**src/hw/rtl/sfa_pkg.sv**
```systemverilog
`timescale 1ns / 1ps
// ----------------------------------------------------------------------------
// sfa_pkg: shared types and constants for the spring force accumulator
// Widths of the fixed-point fields and the sequencer state encoding.
// ----------------------------------------------------------------------------
package sfa_pkg;

    localparam int DATA_W         = 32;
    localparam int FRAC_BITS_DEF  = 16;
    localparam int ACC_WIDTH_DEF  = 48;
    localparam int SUMSQ_W        = 64;
    localparam int ROOT_W         = 32;
    localparam int PROD_W         = 64;

    localparam logic CMD_START  = 1'b0;
    localparam logic CMD_SPRING = 1'b1;

    typedef enum logic [3:0] {
        ST_IDLE,
        ST_SQ,
        ST_ROOT,
        ST_MUL,
        ST_DIV,
        ST_ADD,
        ST_OUT
    } sfa_state_t;

    // request from sequencer to the shared divider
    typedef struct packed {
        logic              start;
        logic [PROD_W-1:0] num;
        logic [ROOT_W-1:0] den;
    } sfa_div_req_t;

    typedef struct packed {
        logic              done;
        logic [PROD_W-1:0] quo;
    } sfa_div_rsp_t;

endpackage

```
**src/hw/rtl/sfa_isqrt.sv**
```systemverilog
`timescale 1ns / 1ps
// ----------------------------------------------------------------------------
// sfa_isqrt: iterative integer square root
// Two radicand bits per cycle for a 64-bit radicand, giving a 32-bit root.
// ----------------------------------------------------------------------------
module sfa_isqrt (
    input  logic                        clk,
    input  logic                        rst_n,
    input  logic                        start,
    input  logic [sfa_pkg::SUMSQ_W-1:0] radicand,
    output logic                        done,
    output logic [sfa_pkg::ROOT_W-1:0]  root
);
    import sfa_pkg::*;

    localparam int STEPS = SUMSQ_W / 2;
    localparam int CNT_W = $clog2(STEPS + 1);

    logic [SUMSQ_W-1:0] rad_reg;
    logic [ROOT_W+1:0]  rem_reg;
    logic [ROOT_W-1:0]  root_reg;
    logic [CNT_W-1:0]   cnt_reg;
    logic               busy_reg;
    logic               done_reg;

    logic [ROOT_W+1:0] rem_shift;
    logic [ROOT_W+1:0] trial;
    logic              fits;

    assign rem_shift = {rem_reg[ROOT_W-1:0], rad_reg[SUMSQ_W-1 -: 2]};
    assign trial     = {root_reg, 2'b01};
    assign fits      = rem_shift >= trial;

    always_ff @(posedge clk or negedge rst_n)
    begin
        if (!rst_n)
        begin
            busy_reg <= 1'b0;
            done_reg <= 1'b0;
            cnt_reg  <= '0;
        end
        else
        begin
            done_reg <= 1'b0;
            if (start)
            begin
                busy_reg <= 1'b1;
                cnt_reg  <= CNT_W'(STEPS);
            end
            else if (busy_reg)
            begin
                cnt_reg <= cnt_reg - 1'b1;
                if (cnt_reg == CNT_W'(1))
                begin
                    busy_reg <= 1'b0;
                    done_reg <= 1'b1;
                end
            end
        end
    end

    always_ff @(posedge clk)
    begin
        if (start)
        begin
            rad_reg  <= radicand;
            rem_reg  <= '0;
            root_reg <= '0;
        end
        else if (busy_reg)
        begin
            rad_reg  <= {rad_reg[SUMSQ_W-3:0], 2'b00};
            rem_reg  <= fits ? rem_shift - trial : rem_shift;
            root_reg <= {root_reg[ROOT_W-2:0], fits};
        end
    end

    assign done = done_reg;
    assign root = root_reg;

endmodule

```
**config.mk**
```make
export PLATFORM = sky130hd
export DESIGN_NAME = sfa_isqrt
export DESIGN_NICKNAME = d
export VERILOG_FILES = /design/src/hw/rtl/sfa_pkg.sv /design/src/hw/rtl/sfa_isqrt.sv
export SDC_FILE = /design/constraint.sdc
export NUM_CORES = 1
export LEC_CHECK = 0
export BUFFER_PORTS_ARGS = -buffer_cell sky130_fd_sc_hd__buf_2
export CELL_PAD_IN_SITES_DETAIL_PLACEMENT = 1
export CELL_PAD_IN_SITES_GLOBAL_PLACEMENT = 1
export CORE_UTILIZATION = 46
export CTS_CLUSTER_DIAMETER = 60
export DETAILED_ROUTE_END_ITERATION = 6
export HOLD_SLACK_MARGIN = 0.12
export PLACE_DENSITY = 0.82
export SYNTH_ARGS = -nofsm -noshare
export SYNTH_HDL_FRONTEND = slang
export SYNTH_SLANG_ARGS = --single-unit
```
**constraint.sdc**
```tcl
create_clock -name clk -period 3.34 [get_ports clk]
set_input_delay 0.167 -clock clk [delete_from_list [all_inputs] [get_ports clk]]
set_output_delay 0.167 -clock clk [all_outputs]
set_load 0.02 [all_outputs]
```
==> flow_summary.ini <==
[logic_synthesis]
synth-edff-count = 64
ys_warn_count = 0
post_synth_main_area_contributors = edfxtp_1 (26%), dfxtp_1 (17%), mux2_2 (9.4%)
mappedNetlistNets = 821
postSynth.topFlopCell = edfxtp_1
postSynthRegisterBits = 136
synth.avg_cell_area_um2 = 10.3
async_flop_share_pct = 5.88
synthDominantAreaCellType = edfxtp_1
yosys.cell_types.count = 62
post_synth_inst_count = 718
synth.cell_area_um2 = 7430
synth-seq-area-share_pct = 45.8
yosysTopAreaCellShare_pct = 25.9

[floorplan]
die_height_um = 129
core_area_um2 = 15800
fp.dieArea_um2 = 16700
num_rows = 46
top_level_ports = 100
floorplan.initialDensity_pct = 46.9
die_width_um = 129

[power]
power.sequential.fraction_pct = 28.3
power.static_leakage_nw = 4.09
power.net_switching_mw = 3.24
power_density_nw_per_um2 = 860
max-vdd-ir-drop_mv = 0.546
combinational_share_of_power_pct = 47.3
cellInternalPower_mw = 4.81
power.share.clock_pct = 24.4
power.share.switching_pct = 40.3

[clock_tree]
clock_tree.buffer_depth = 2
cts_setup_buffers = 0
clock-sinks = 136
tritoncts = done
clock_insertion_delay_worst_skew_ps = 440
ctsHtreeMaxLevel = 4
cts_root_buf = clkbuf_16
clk_transition_reported_paths_ps = 70
tritoncts.num_buffers = 17

[critical_path]
worst_ep_required_time_ps = 3680
setup.worst_path.class = register to register
critical_path_arrival_ps = 3240
critical_path.max_stage_delay_ps = 490
critical_path.top_delay_family = compound AO/OA/AOI/OAI gates
cp_max_fo = 5
critical-path-slowest-cell = or3_1
worst-path-buf-inv = 1
chain_of_cells_forming_the_critical_path = inv_1, ha_1, o21ai_1, a221oi_1, or3_1, o221a_2, o21ai_0, xnor2_1, mux2i_1, a211oi_1
timing.critical_path.from_type = register
worstSetupEndpointType = register

[sta]
max-slew-margin-rel_pct = 34.4
timing_max_transition_violations_final = 0
fmaxAchievable_mhz = 345
fin_hold_ws_ps = 188
worst-slew-pin-transition_ps = 982
finalSetupTns_ps = 0
fin_crit_ps = 2900
fin_worst_skew_ps = 14.9
finalCritPeriodShare_pct = 86.8
rsz0062_at_grt = false
finalSetupViolCount = 0
report.final.hold_viol_count = 0

[finish]
filler_cell_count = 1701
post-route-cell-area_um2 = 9360
antenna-diode-count = 0
finalNetCount = 979
syn2layout_area_growth_pct = 26.0
sequential_cell_area_um2 = 3400
largest_reg_flops = 64
footprint_of_the_multi_input_gates_um2 = 3710
drive_gt1_share_pct = 24.7
layout.core_utilization_pct = 59.2

[drt]
route.detailed.vias_per_inst = 5.55
route.detailed.wl_per_inst_um = 20.0
drt_pre_antenna_iters = 4
drt_iter0_markers = 351
routed-via-count = 6132
route.antenna.remaining_nets = 0
route.detailed.drc = 0
detail_route.wirelength_um = 22100

[global_routing]
globalRouteOverflowTotal = 0
grt_pass1_vias = 6538
grt_start_max_net_pins = 50
grt_pass1_wl_um = 35000
initial_antenna_violation_count = 0
all_layer_global_routing_usage_pct = 27.8

[run]
timing.max_cap.violations = 0

[worst_hold_path]
type_of_the_tightest_min_delay_check = input pin to register

[run_status]
run_status = completed

[placement]
place.port_buffers = 99
detailed_place.area_um2 = 8110
dp.final_hpwl_um = 12900
globalplace.congestion = 0.894
## cell type report
type                            count  area share [%]
Tap cell                          216            2.89
Sequential cell                   136            36.4
Inverter                           44            1.76
Multi-Input combinational cell    504            39.7
Clock buffer                       17            4.54
Clock inverter                     15            1.78
Timing Repair Buffer              173            13.0
## kinds of logic after synthesis
| logic type | synth area share (%) |
|---|---|
| buf+inv | 4.31 |
| flops | 45.8 |
| simple gates | 11.5 |
| xor+xnor | 3.42 |
| fa+ha+maj | 6.06 |
| compound gates | 14.1 |
| mux | 14.9 |
## cell usage in the layout (no fill, tap or decap), types with 7 or more instances in the layout
| master | instances |
|---|---|
| xor2_1 | 10 |
| buf_2 | 98 |
| o31ai_1 | 8 |
| xnor2_1 | 19 |
| nor3_1 | 8 |
| mux2i_1 | 39 |
| mux2_2 | 62 |
| a211oi_1 | 20 |
| dfxtp_1 | 64 |
| dlygate4sd3_1 | 66 |
| dfrtp_1 | 7 |
| edfxtp_1 | 64 |
| a21oi_1 | 33 |
| nor2_1 | 86 |
| inv_1 | 43 |
| o21ai_0 | 21 |
| o21ai_1 | 11 |
| clkbuf_16 | 17 |
| and2_1 | 7 |
| ha_1 | 36 |
| nand2_1 | 41 |
| buf_4 | 9 |
| nand4_1 | 7 |
| nor2b_1 | 7 |
| a21o_1 | 7 |
## power by group through the flow
stage               Sequential [mW]  Clock [mW]  Combinational (mW)
detailed placement             2.29           0                3.65
global placement               2.27           0                3.47
floorplan                      2.22           0                2.93
CTS                            2.26        1.95                3.76
global route                   2.31        2.05                4.16
finish                         2.28        1.96                3.81
## synthesized netlist by cell type (3+ instances only)
master	count
a211o_1	3
a211oi_1	20
a21o_1	7
a21oi_1	33
a31oi_1	5
a32oi_1	5
and2_1	7
and3_1	6
buf_1	3
buf_2	4
clkbuf_1	23
dfrtp_1	8
dfxtp_1	64
edfxtp_1	64
ha_1	36
inv_1	44
mux2_2	62
mux2i_1	39
nand2_1	41
nand2b_1	6
nand3_1	6
nand4_1	7
nor2_1	86
nor2b_1	7
nor3_1	8
o211ai_1	3
o21a_1	5
o21ai_0	21
o21ai_1	11
o21bai_1	4
o31ai_1	8
xnor2_1	19
xor2_1	10
## layer usage
layer | wire length, um | GRT usage, %
met5 | 0 | 0
met4 | 535 | 11.7
met3 | 874 | 5.45
met2 | 11000 | 48.5
met1 | 9610 | 33.5
## path summary, 6_finish.rpt
path                       depth (start not counted)               startpoint  slack, ps                        to
setup / recovery                                  10     root[1]$_SDFFE_PP0P_        440  rem_reg[23]$_SDFFE_PP0P_
max in group asynchronous                          3                    rst_n       2240        busy_reg$_DFF_PN0_
setup reg to reg                                  10     root[1]$_SDFFE_PP0P_        440  rem_reg[23]$_SDFFE_PP0P_
hold / removal                                     2                    start        190     root[31]$_SDFFE_PP0P_
min in group asynchronous                          3                    rst_n        780    cnt_reg[2]$_DFFE_PN0P_
hold reg to reg                                    2  rem_reg[5]$_SDFFE_PP0P_        470   rem_reg[5]$_SDFFE_PP0P_
## through the flow
| step | worst slack (ps) | total power, mW | instances |
|---|---|---|---|
| global route | 269 | 8.51 | 1105 |
| global placement | 633 | 5.74 | 1007 |
| finish | 440 | 8.05 | 1105 |
| detailed placement | 512 | 5.94 | 1007 |
| CTS | 520 | 7.97 | 1105 |
| floorplan | 712 | 5.15 | 718 |
## repair_timing
item                                    4_1_cts  5_1_grt
endpoints found under the setup margin        0        0
hold buffers                                 66        0
resized for setup                             0        0
hold endpoints to repair                     72        0
No activity file was read; power rests on OpenSTA's default activity.
