[config.mk]
export PLATFORM = sky130hd
export DESIGN_NAME = sfa_divider
export DESIGN_NICKNAME = d
export VERILOG_FILES = /design/src/hw/rtl/sfa_pkg.sv /design/src/hw/rtl/sfa_divider.sv
export SDC_FILE = /design/constraint.sdc
export NUM_CORES = 1
export LEC_CHECK = 0
export BUFFER_PORTS_ARGS = -buffer_cell sky130_fd_sc_hd__buf_2
export CELL_PAD_IN_SITES_DETAIL_PLACEMENT = 0
export CELL_PAD_IN_SITES_GLOBAL_PLACEMENT = 1
export CORE_UTILIZATION = 40
export DETAILED_ROUTE_END_ITERATION = 8
export PLACE_DENSITY = 0.74
export SLEW_MARGIN = 40
export SYNTH_ARGS = -nofsm -noshare
export SYNTH_HDL_FRONTEND = slang
export SYNTH_SLANG_ARGS = --single-unit
[constraint.sdc]
create_clock -name clk -period 7.8 [get_ports clk]
set_input_delay 1.56 -clock clk [delete_from_list [all_inputs] [get_ports clk]]
set_output_delay 1.56 -clock clk [all_outputs]
set_load 0.005 [all_outputs]
[src/hw/rtl/sfa_pkg.sv]
`timescale 1ns / 1ps
// ----------------------------------------------------------------------------
// sfa_pkg: shared types and constants for the spring force accumulator
// Widths of the fixed-point fields and the sequencer state encoding.
// ----------------------------------------------------------------------------
package sfa_pkg;

    localparam int DATA_W         = 32;
    localparam int FRAC_BITS_DEF  = 16;
    localparam int ACC_WIDTH_DEF  = 48;
    localparam int SUMSQ_W        = 64;
    localparam int ROOT_W         = 32;
    localparam int PROD_W         = 64;

    localparam logic CMD_START  = 1'b0;
    localparam logic CMD_SPRING = 1'b1;

    typedef enum logic [3:0] {
        ST_IDLE,
        ST_SQ,
        ST_ROOT,
        ST_MUL,
        ST_DIV,
        ST_ADD,
        ST_OUT
    } sfa_state_t;

    // request from sequencer to the shared divider
    typedef struct packed {
        logic              start;
        logic [PROD_W-1:0] num;
        logic [ROOT_W-1:0] den;
    } sfa_div_req_t;

    typedef struct packed {
        logic              done;
        logic [PROD_W-1:0] quo;
    } sfa_div_rsp_t;

endpackage

[src/hw/rtl/sfa_divider.sv]
`timescale 1ns / 1ps
// ----------------------------------------------------------------------------
// sfa_divider: restoring unsigned divider, one quotient bit per cycle
// 64-bit dividend by 32-bit divisor, giving a 64-bit quotient.
// ----------------------------------------------------------------------------
module sfa_divider (
    input  logic                clk,
    input  logic                rst_n,
    input  sfa_pkg::sfa_div_req_t req,
    output sfa_pkg::sfa_div_rsp_t rsp
);
    import sfa_pkg::*;

    localparam int CNT_W = $clog2(PROD_W + 1);

    logic [PROD_W-1:0] quo_reg;
    logic [ROOT_W:0]   rem_reg;
    logic [ROOT_W-1:0] den_reg;
    logic [CNT_W-1:0]  cnt_reg;
    logic              busy_reg;
    logic              done_reg;

    logic [ROOT_W:0] rem_shift;
    logic            fits;

    assign rem_shift = {rem_reg[ROOT_W-1:0], quo_reg[PROD_W-1]};
    assign fits      = rem_shift >= {1'b0, den_reg};

    always_ff @(posedge clk or negedge rst_n)
    begin
        if (!rst_n)
        begin
            busy_reg <= 1'b0;
            done_reg <= 1'b0;
            cnt_reg  <= '0;
        end
        else
        begin
            done_reg <= 1'b0;
            if (req.start)
            begin
                busy_reg <= 1'b1;
                cnt_reg  <= CNT_W'(PROD_W);
            end
            else if (busy_reg)
            begin
                cnt_reg <= cnt_reg - 1'b1;
                if (cnt_reg == CNT_W'(1))
                begin
                    busy_reg <= 1'b0;
                    done_reg <= 1'b1;
                end
            end
        end
    end

    always_ff @(posedge clk)
    begin
        if (req.start)
        begin
            quo_reg <= req.num;
            rem_reg <= '0;
            den_reg <= req.den;
        end
        else if (busy_reg)
        begin
            rem_reg <= fits ? rem_shift - {1'b0, den_reg} : rem_shift;
            quo_reg <= {quo_reg[PROD_W-2:0], fits};
        end
    end

    assign rsp.done = done_reg;
    assign rsp.quo  = quo_reg;

endmodule

==> results of run 1 <==
## placed cells by master (no fill, tap or decap), types with 3 or more instances in the layout
| master | synthesis | routed |
|---|---|---|
| ha_1 | 34 | 34 |
| and2_1 | 4 | 4 |
| nor3b_1 | 4 | 4 |
| edfxtp_1 | 96 | 96 |
| clkinvlp_4 | 0 | 3 |
| or2_2 | 3 | 3 |
| buf_4 | 1 | 4 |
| inv_1 | 41 | 41 |
| nor2b_1 | 3 | 3 |
| or3_1 | 3 | 3 |
| a311oi_1 | 22 | 22 |
| a31oi_1 | 5 | 5 |
| o31ai_1 | 5 | 5 |
| nand4_1 | 5 | 5 |
| xor2_1 | 11 | 11 |
| o21a_1 | 4 | 4 |
| and3_1 | 7 | 7 |
| dfxtp_1 | 32 | 32 |
| dfrtp_1 | 9 | 8 |
| a311oi_2 | 4 | 4 |
| nand3_1 | 12 | 12 |
| nor4_1 | 3 | 3 |
| o21ai_0 | 21 | 21 |
| nand3b_1 | 4 | 4 |
| o211ai_1 | 3 | 3 |
| inv_8 | 0 | 3 |
| nor3_1 | 8 | 8 |
| a21boi_0 | 3 | 3 |
| a211oi_1 | 5 | 5 |
| mux2_2 | 64 | 64 |
| clkbuf_16 | 0 | 17 |
| nand2_1 | 80 | 80 |
| nor2_1 | 49 | 49 |
| xnor2_1 | 19 | 19 |
| a21o_1 | 14 | 14 |
| a21oi_1 | 34 | 34 |
| buf_2 | 4 | 162 |
| nand2b_1 | 4 | 4 |
| inv_6 | 0 | 6 |
## stage by stage
stage	setup WS, ns	hold WS [ns]	cell area (um^2)	utilization
after global placement	4.14	0.477	8450	0.467
final	4.59	0.498	9030	0.499
after floorplan	4.35	0.461	7460	-
after global routing	4.31	0.520	9030	0.499
after CTS	4.56	0.501	9030	0.499
after detailed placement	4.32	0.489	8450	0.467
## critical path, delay by kind of cell (launching register included)
kind / cells / cell delay [ns]
flops: 1 / 0.32
buf+inv: 2 / 0.33
fa+ha+maj: 1 / 0.33
mux: 1 / 0.30
compound gates: 6 / 1.67
## report_power, final
| group | switching (uW) | internal, uW | leakage, uW | total, uW |
|---|---|---|---|---|
| sequential | 107 | 947 | 0.00136 | 1050 |
| clock | 351 | 451 | 0.000275 | 802 |
| combinational | 633 | 485 | 0.00227 | 1120 |
## metal layers
metal,up-vias,global-route usage,share of wire
met1,2680,0.233,0.44
met2,160,0.313,0.47
met4,0,0.0538,0.011
li1,2831,-,-
met3,18,0.0727,0.072
met5,-,0,0
## logic make-up (layout without fill, tap and decap cells)
logic type | after synthesis | after routing | share of synthesized area
AOI/OAI and AO/OA | 144 | 144 | 0.142
xor gates and xnor gates | 30 | 30 | 0.0352
adders and majority gates | 35 | 35 | 0.0597
buffers and inverters | 71 | 240 | 0.0401
DFF | 137 | 137 | 0.503
muxes | 66 | 66 | 0.0993
and+or+nand+nor | 195 | 195 | 0.120
## synthesized netlist by cell type (all sizes together) (6+ instances only)
| library cell | number |
|---|---|
| a211oi | 6 |
| a21o | 14 |
| a21oi | 35 |
| a311oi | 26 |
| and3 | 7 |
| buf | 17 |
| clkbuf | 13 |
| dfrtp | 9 |
| dfxtp | 32 |
| edfxtp | 96 |
| ha | 34 |
| inv | 41 |
| mux2 | 64 |
| nand2 | 80 |
| nand3 | 12 |
| nor2 | 49 |
| nor3 | 8 |
| o21ai | 22 |
| xnor2 | 19 |
| xor2 | 11 |
## how the worst min path moves through the flow
stage,startpoint,endpoint,depth (start not counted)
finish,rem_reg[8]$_SDFFE_PP0P_,rem_reg[9]$_SDFFE_PP0P_,2
global route,rem_reg[7]$_SDFFE_PP0P_,rem_reg[8]$_SDFFE_PP0P_,2
detailed placement,rem_reg[12]$_SDFFE_PP0P_,rem_reg[13]$_SDFFE_PP0P_,2
floorplan,rem_reg[31]$_SDFFE_PP0P_,rem_reg[31]$_SDFFE_PP0P_,2
CTS,rem_reg[8]$_SDFFE_PP0P_,rem_reg[9]$_SDFFE_PP0P_,2
global placement,rem_reg[31]$_SDFFE_PP0P_,rem_reg[31]$_SDFFE_PP0P_,2
## area by class of cell
type                    count  area share
repair buffers            167      0.0944
clock buffers              18      0.0475
multi-input cells         470       0.378
clock inverters            14      0.0164
inverters                  41      0.0170
well taps                 229      0.0317
flip-flops and latches    137       0.415
==> qor.csv, run 1 <==
metric,value,unit
Worst Reg-to-Reg Cells,10,
terminus of the critical flop-to-flop path,quo_reg[0]$_DFFE_PP_,
total area of sequential cells,3750,um^2
clock sink count,137,
number of setup violations in the final report,0,
die height,139,um
CP Cell Sequence,inv_1 -> ha_1 -> a21oi_1 -> o211ai_1 -> a21oi_1 -> a21oi_2 -> a2111oi_4 -> o21ai_2 -> buf_4 -> mux2_2,
Post-Syn Nets,812,
number of synthesized flops with an enable pin,96,
initial antenna violation count,0,
io pins,164,
crit-path max cell delay,0.47,ns
Layout Skew,0.0123,ns
synthesized area,7460,um^2
top-area cell type share of the netlist area,0.387,
Post-CTS Setup Bufs,0,
CORE AREA,18100,um^2
Hold Crit Class,register to register,
leakage,0.00391,uW
worst-path fanout max,25,
worst reg2reg setup slack,4.59,ns
top area cells in the synthesized netlist,"edfxtp_1, mux2_2, dfxtp_1",
crit path from,den_reg[11]$_DFFE_PP_,
diode count,0,
Layout area overhead,21.1,%
vias post-DR,5689,
Max-cap violations,0,
clk root buf,clkbuf_16,
Worst-Margin Slew,0.824,ns
post-route setup TNS,0,ns
DR pass1 iterations,6,
DRT antenna net count,0,
Period minus WS final,3.21,ns
synthesis-stage register bit count,137,
status,"complete, but fails checks",
worst setup path end,quo_reg[0]$_DFFE_PP_,
Placed Cells,1044,
crit share post-route,0.411,
htree depth,4,
drc violations,8,
Critical Path Most Common Cell,a21oi_1,
Max Transition Viols Final,0,
Final Net Count,968,
clk buf depth,2,
Syn Area/Cell,11.0,um^2
Die X,139,um
WS Path Type,register to register,
Die Area,19200,um^2
Fmax,312,MHz
maximum vdd drop,0.176,mV
post-layout total power,2970,uW
share of layout cells above drive strength 1,0.332,
row count,49,
worst rel slew slack,0.450,
violated checks,DRC,
fillers,1683,
CP required,7.99,ns
Initial Util,0.412,
synth unique cells,64,
Crit-path slowest cell,a2111oi_4,
final hold violations,0,
sequential element share of the synthesized area,0.503,
cell taking the most area after synthesis,edfxtp_1,
top_reg_cell synth,edfxtp_1,
CP Capture Type,register,
Startpoint Class,register,
cts repair resizes,0,
Critical Path AT,3.39,ns
first-pass GRT wire length,28900,um
hold buffers post-CTS,0,
FF-to-FF Start,den_reg[11]$_DFFE_PP_,
Largest register FFs,64,
Clock Latency Late Sink,0.43,ns
gr ovfl total,0,
Worst-path clk slew,0.07,ns
Power per Cell Area,329,nW/um^2
GRT Util Overall,0.190,
area of the multi-input gates,3410,um^2
CTS tree,built,
RePlAce Congestion,0.812,
Routed Wire Length,17500,um
largest net degree at the start of global routing,87,
ys async rst share,0.0657,
Ys Warns,0,
Avg WL per Cell,16.2,um
Vias per Instance,5.29,
Layout Cells excl Fill,1076,
Syn Inst Count,678,
number of global-route vias before repair,5776,
CTS Buf Count,17,
Iter 0 DRT Violations,346,
HPWL Detailed,12400,um
RSZ-0062 raised after global routing,false,
Buffers on Ports,163,
Note: power is estimated with default switching activity, not from simulation.
==> inputs of run 2 (changes only) <==
ABC_AREA = 1   (was not set)
PLACE_DENSITY = 0.78   (was 0.74)
clock period = 3 ns   (was 7.8 ns; I/O delays follow)
==> run 2 against run 1 <==
Net effect:
- the flow now finishes without violations
- synthesized cell count rose by 64%
- largest cell class unchanged
- sequential cell count did not move
- register-to-register slack got worse by 4.1 ns
- cell count rose by 45%
- combinational power fell by 37%
- design area rose by 9.1%
- highest routed layer unchanged
- maximum frequency rose by 30%
- setup slack got worse by 4.1 ns
- largest power group is now registers
- global-route usage rose by 2.9 points
==> qor.csv, run 2 <==
metric,value,unit,change
status,"finished, final reports clean",,
synth unique cells,34,,-47%
initial antenna violation count,1,,+1
row count,52,,+6.1%
top_reg_cell synth,edfxtp_1,,
fillers,2127,,+26%
DR pass1 iterations,5,,-1
number of synthesized flops with an enable pin,96,,unchanged
Vias per Instance,4.61,,-13%
Post-CTS Setup Bufs,0,,unchanged
Die Area,21100,um^2,+9.9%
WS Path Type,register to register,,
largest family of logic cells by synthesized area,simple AND/OR/NAND/NOR gates,,
ys async rst share,0.0657,,unchanged
worst rel slew slack,0.684,,+0.233
first-pass GRT wire length,36300,um,+26%
NetSw,1430,uW,+31%
Iter 0 DRT Violations,352,,+1.7%
Period minus WS final,2.47,ns,-0.739 ns
HPWL Detailed,16300,um,+32%
number of global-route vias before repair,7084,,+23%
RePlAce Congestion,0.849,,+4.6%
adder-cell share of the synthesized area,0.0543,,-0.00544
switching share of total power,0.285,,-0.0820
leakage,0.00538,uW,+38%
cell internal pwr,3580,uW,+90%
synthesized area,8200,um^2,+10%
Final Net Count,1407,,+45%
number of setup violations in the final report,0,,unchanged
Syn Area/Cell,7.36,um^2,-33%
die height,145,um,+4.8%
clock sink count,137,,unchanged
Clock Latency Late Sink,0.43,ns,about the same
Post-Synth XOR/XNOR Area,0.0149,,-0.0203
Compound-Gate Fraction of Synth Area,0.0220,,-0.121
Critical Path AT,2.78,ns,-0.61 ns
CORE AREA,20200,um^2,+12%
CTS tree,built,,
largest net degree at the start of global routing,87,,unchanged
most common cell in the synthesized netlist,nand2_1,,
most frequent cells in the layout,"nand2_1, buf_2, inv_1, edfxtp_1, nand3_1",,
gr ovfl total,0,,unchanged
CP required,3.32,ns,-4.67 ns
Max Transition Viols Final,0,,unchanged
maximum vdd drop,0.343,mV,+95%
Layout area overhead,20.1,%,
vias post-DR,7172,,+26%
DRT antenna net count,0,,unchanged
CP Capture Type,register,,
drc violations,0,,-8
final hold violations,0,,unchanged
Layout Skew,0.00960,ns,-0.00266 ns
CTS Buf Count,17,,unchanged
Avg WL per Cell,14.2,um,-13%
Largest register FFs,64,,unchanged
Placed Cells,1524,,+46%
Syn Inst Count,1115,,+64%
sequential element share of the synthesized area,0.457,,-0.0458
Layout Cells excl Fill,1557,,+45%
post-route setup TNS,0,ns,unchanged
hold buffers post-CTS,0,,unchanged
Die X,145,um,+4.8%
RSZ-0062 raised after global routing,false,,
Fmax,405,MHz,+30%
Max-cap violations,0,,unchanged
GRT Util Overall,0.219,,+0.0285
Hold Crit Class,primary input to asynchronous set/reset pin,,
combinational share of power,0.141,,-0.235
Power per Cell Area,509,nW/um^2,+54%
"most common cell after layout, fill and taps aside",nand2_1,,
simple logic cell fraction of the synthesized area,0.360,,+0.240
cell taking the most area after synthesis,edfxtp_1,,
cts repair resizes,0,,unchanged
clock power share,0.398,,+0.128
Ys Warns,0,,unchanged
worst-path fanout max,23,,-8.0%
synthesis-stage register bit count,137,,unchanged
Routed Wire Length,22100,um,+27%
Worst-Margin Slew,0.474,ns,-0.351 ns
Synth top cells by count,"nand2_1, inv_1, edfxtp_1",,
post-synthesis mux area share,0,,-0.0993
Seq pwr share,0.460,,+0.106
clk buf depth,2,,unchanged
Initial Util,0.407,,-0.00555
top area cells in the synthesized netlist,"edfxtp_1, nand2_1, dfxtp_1",,
Startpoint Class,register,,
io pins,164,,unchanged
share of layout cells above drive strength 1,0.169,,-0.163
Buffers on Ports,163,,unchanged
Worst-path clk slew,0.07,ns,about the same
Post-Syn Nets,1249,,+54%
clk root buf,clkbuf_16,,
top-area cell type share of the netlist area,0.351,,-0.0352
crit share post-route,0.823,,+0.412
htree depth,4,,unchanged
==> run 2: worst max-delay path, stage by stage, from the launching register on <==
cell and delay [ns]:
edfxtp_1 0.37, inv_1 0.07, ha_1 0.28, nand2_1 0.12, inv_1 0.06, nand2_1 0.18, nor2_1 0.07, nand2_1 0.06
nand3_1 0.11, nor2_4 0.34, buf_4 0.37, nand3b_1 0.15, nand3_1 0.11, nand2_1 0.05
==> run 2: worst paths after layout <==
check                                    startpoint                       end  slack (ns)  cells past startpoint
setup / recovery              den_reg[26]$_DFFE_PP_  rem_reg[27]$_SDFFE_PP0P_        0.53                     13
hold / removal                                rst_n    cnt_reg[3]$_DFFE_PN0P_        0.02                      1
setup reg to reg              den_reg[26]$_DFFE_PP_  rem_reg[27]$_SDFFE_PP0P_        0.53                     13
hold reg to reg            rem_reg[29]$_SDFFE_PP0P_  rem_reg[29]$_SDFFE_PP0P_        0.47                      2
max in group asynchronous                     rst_n    cnt_reg[6]$_DFFE_PN0P_        2.79                      1
min in group clk                            req[18]     den_reg[18]$_DFFE_PP_        0.35                      1
==> run 2: logic make-up (layout without fill, tap and decap cells) <==
| logic type | Yosys count | after routing |
|---|---|---|
| simple gates | 704 | 704 |
| compound gates | 34 | 34 |
| xor+xnor | 14 | 14 |
| flops | 137 | 137 |
| buf+inv | 191 | 362 |
| other cells | 0 | 1 |
| fa+ha+maj | 35 | 35 |
==> run 2: area by class of cell <==
type,instances,area [um^2],area share
antenna,1,2.50,0.000254
clock buffer,18,429,0.0436
clock inverter,14,115,0.0117
inverter,160,601,0.0610
multi-input combinational,787,3710,0.376
sequential,137,3750,0.381
tap,270,338,0.0343
timing repair buffer,170,908,0.0922
==> run 2: power by group through the flow <==
stage / logic (uW) / clock network [uW] / registers, uW
global route: 807 / 2110 / 2330
floorplan: 407 / 0 / 2340
CTS: 717 / 2030 / 2310
finish: 707 / 2000 / 2310
global placement: 710 / 0 / 2340
detailed placement: 714 / 0 / 2340
==> run 2: per-stage QoR <==
step / utilization / setup WS [ns] / total power (uW) / area [um^2] / hold WS, ns
final: 0.488 / 0.532 / 5010 / 9850 / 0.0162
after global placement: 0.461 / 0.549 / 3050 / 9300 / 0.457
after floorplan: - / 0.294 / 2740 / 8200 / 0.304
after detailed placement: 0.461 / 0.526 / 3050 / 9300 / 0.460
after CTS: 0.488 / 0.512 / 5060 / 9850 / 0.00515
after global routing: 0.488 / 0.314 / 5240 / 9850 / 0.00869
==> run 2: per-layer routing <==
layer | share of wire | track usage
met3 | 0.066 | 0.0664
met2 | 0.46 | 0.359
met5 | 0 | 0
met4 | 0.016 | 0.0663
met1 | 0.46 | 0.276
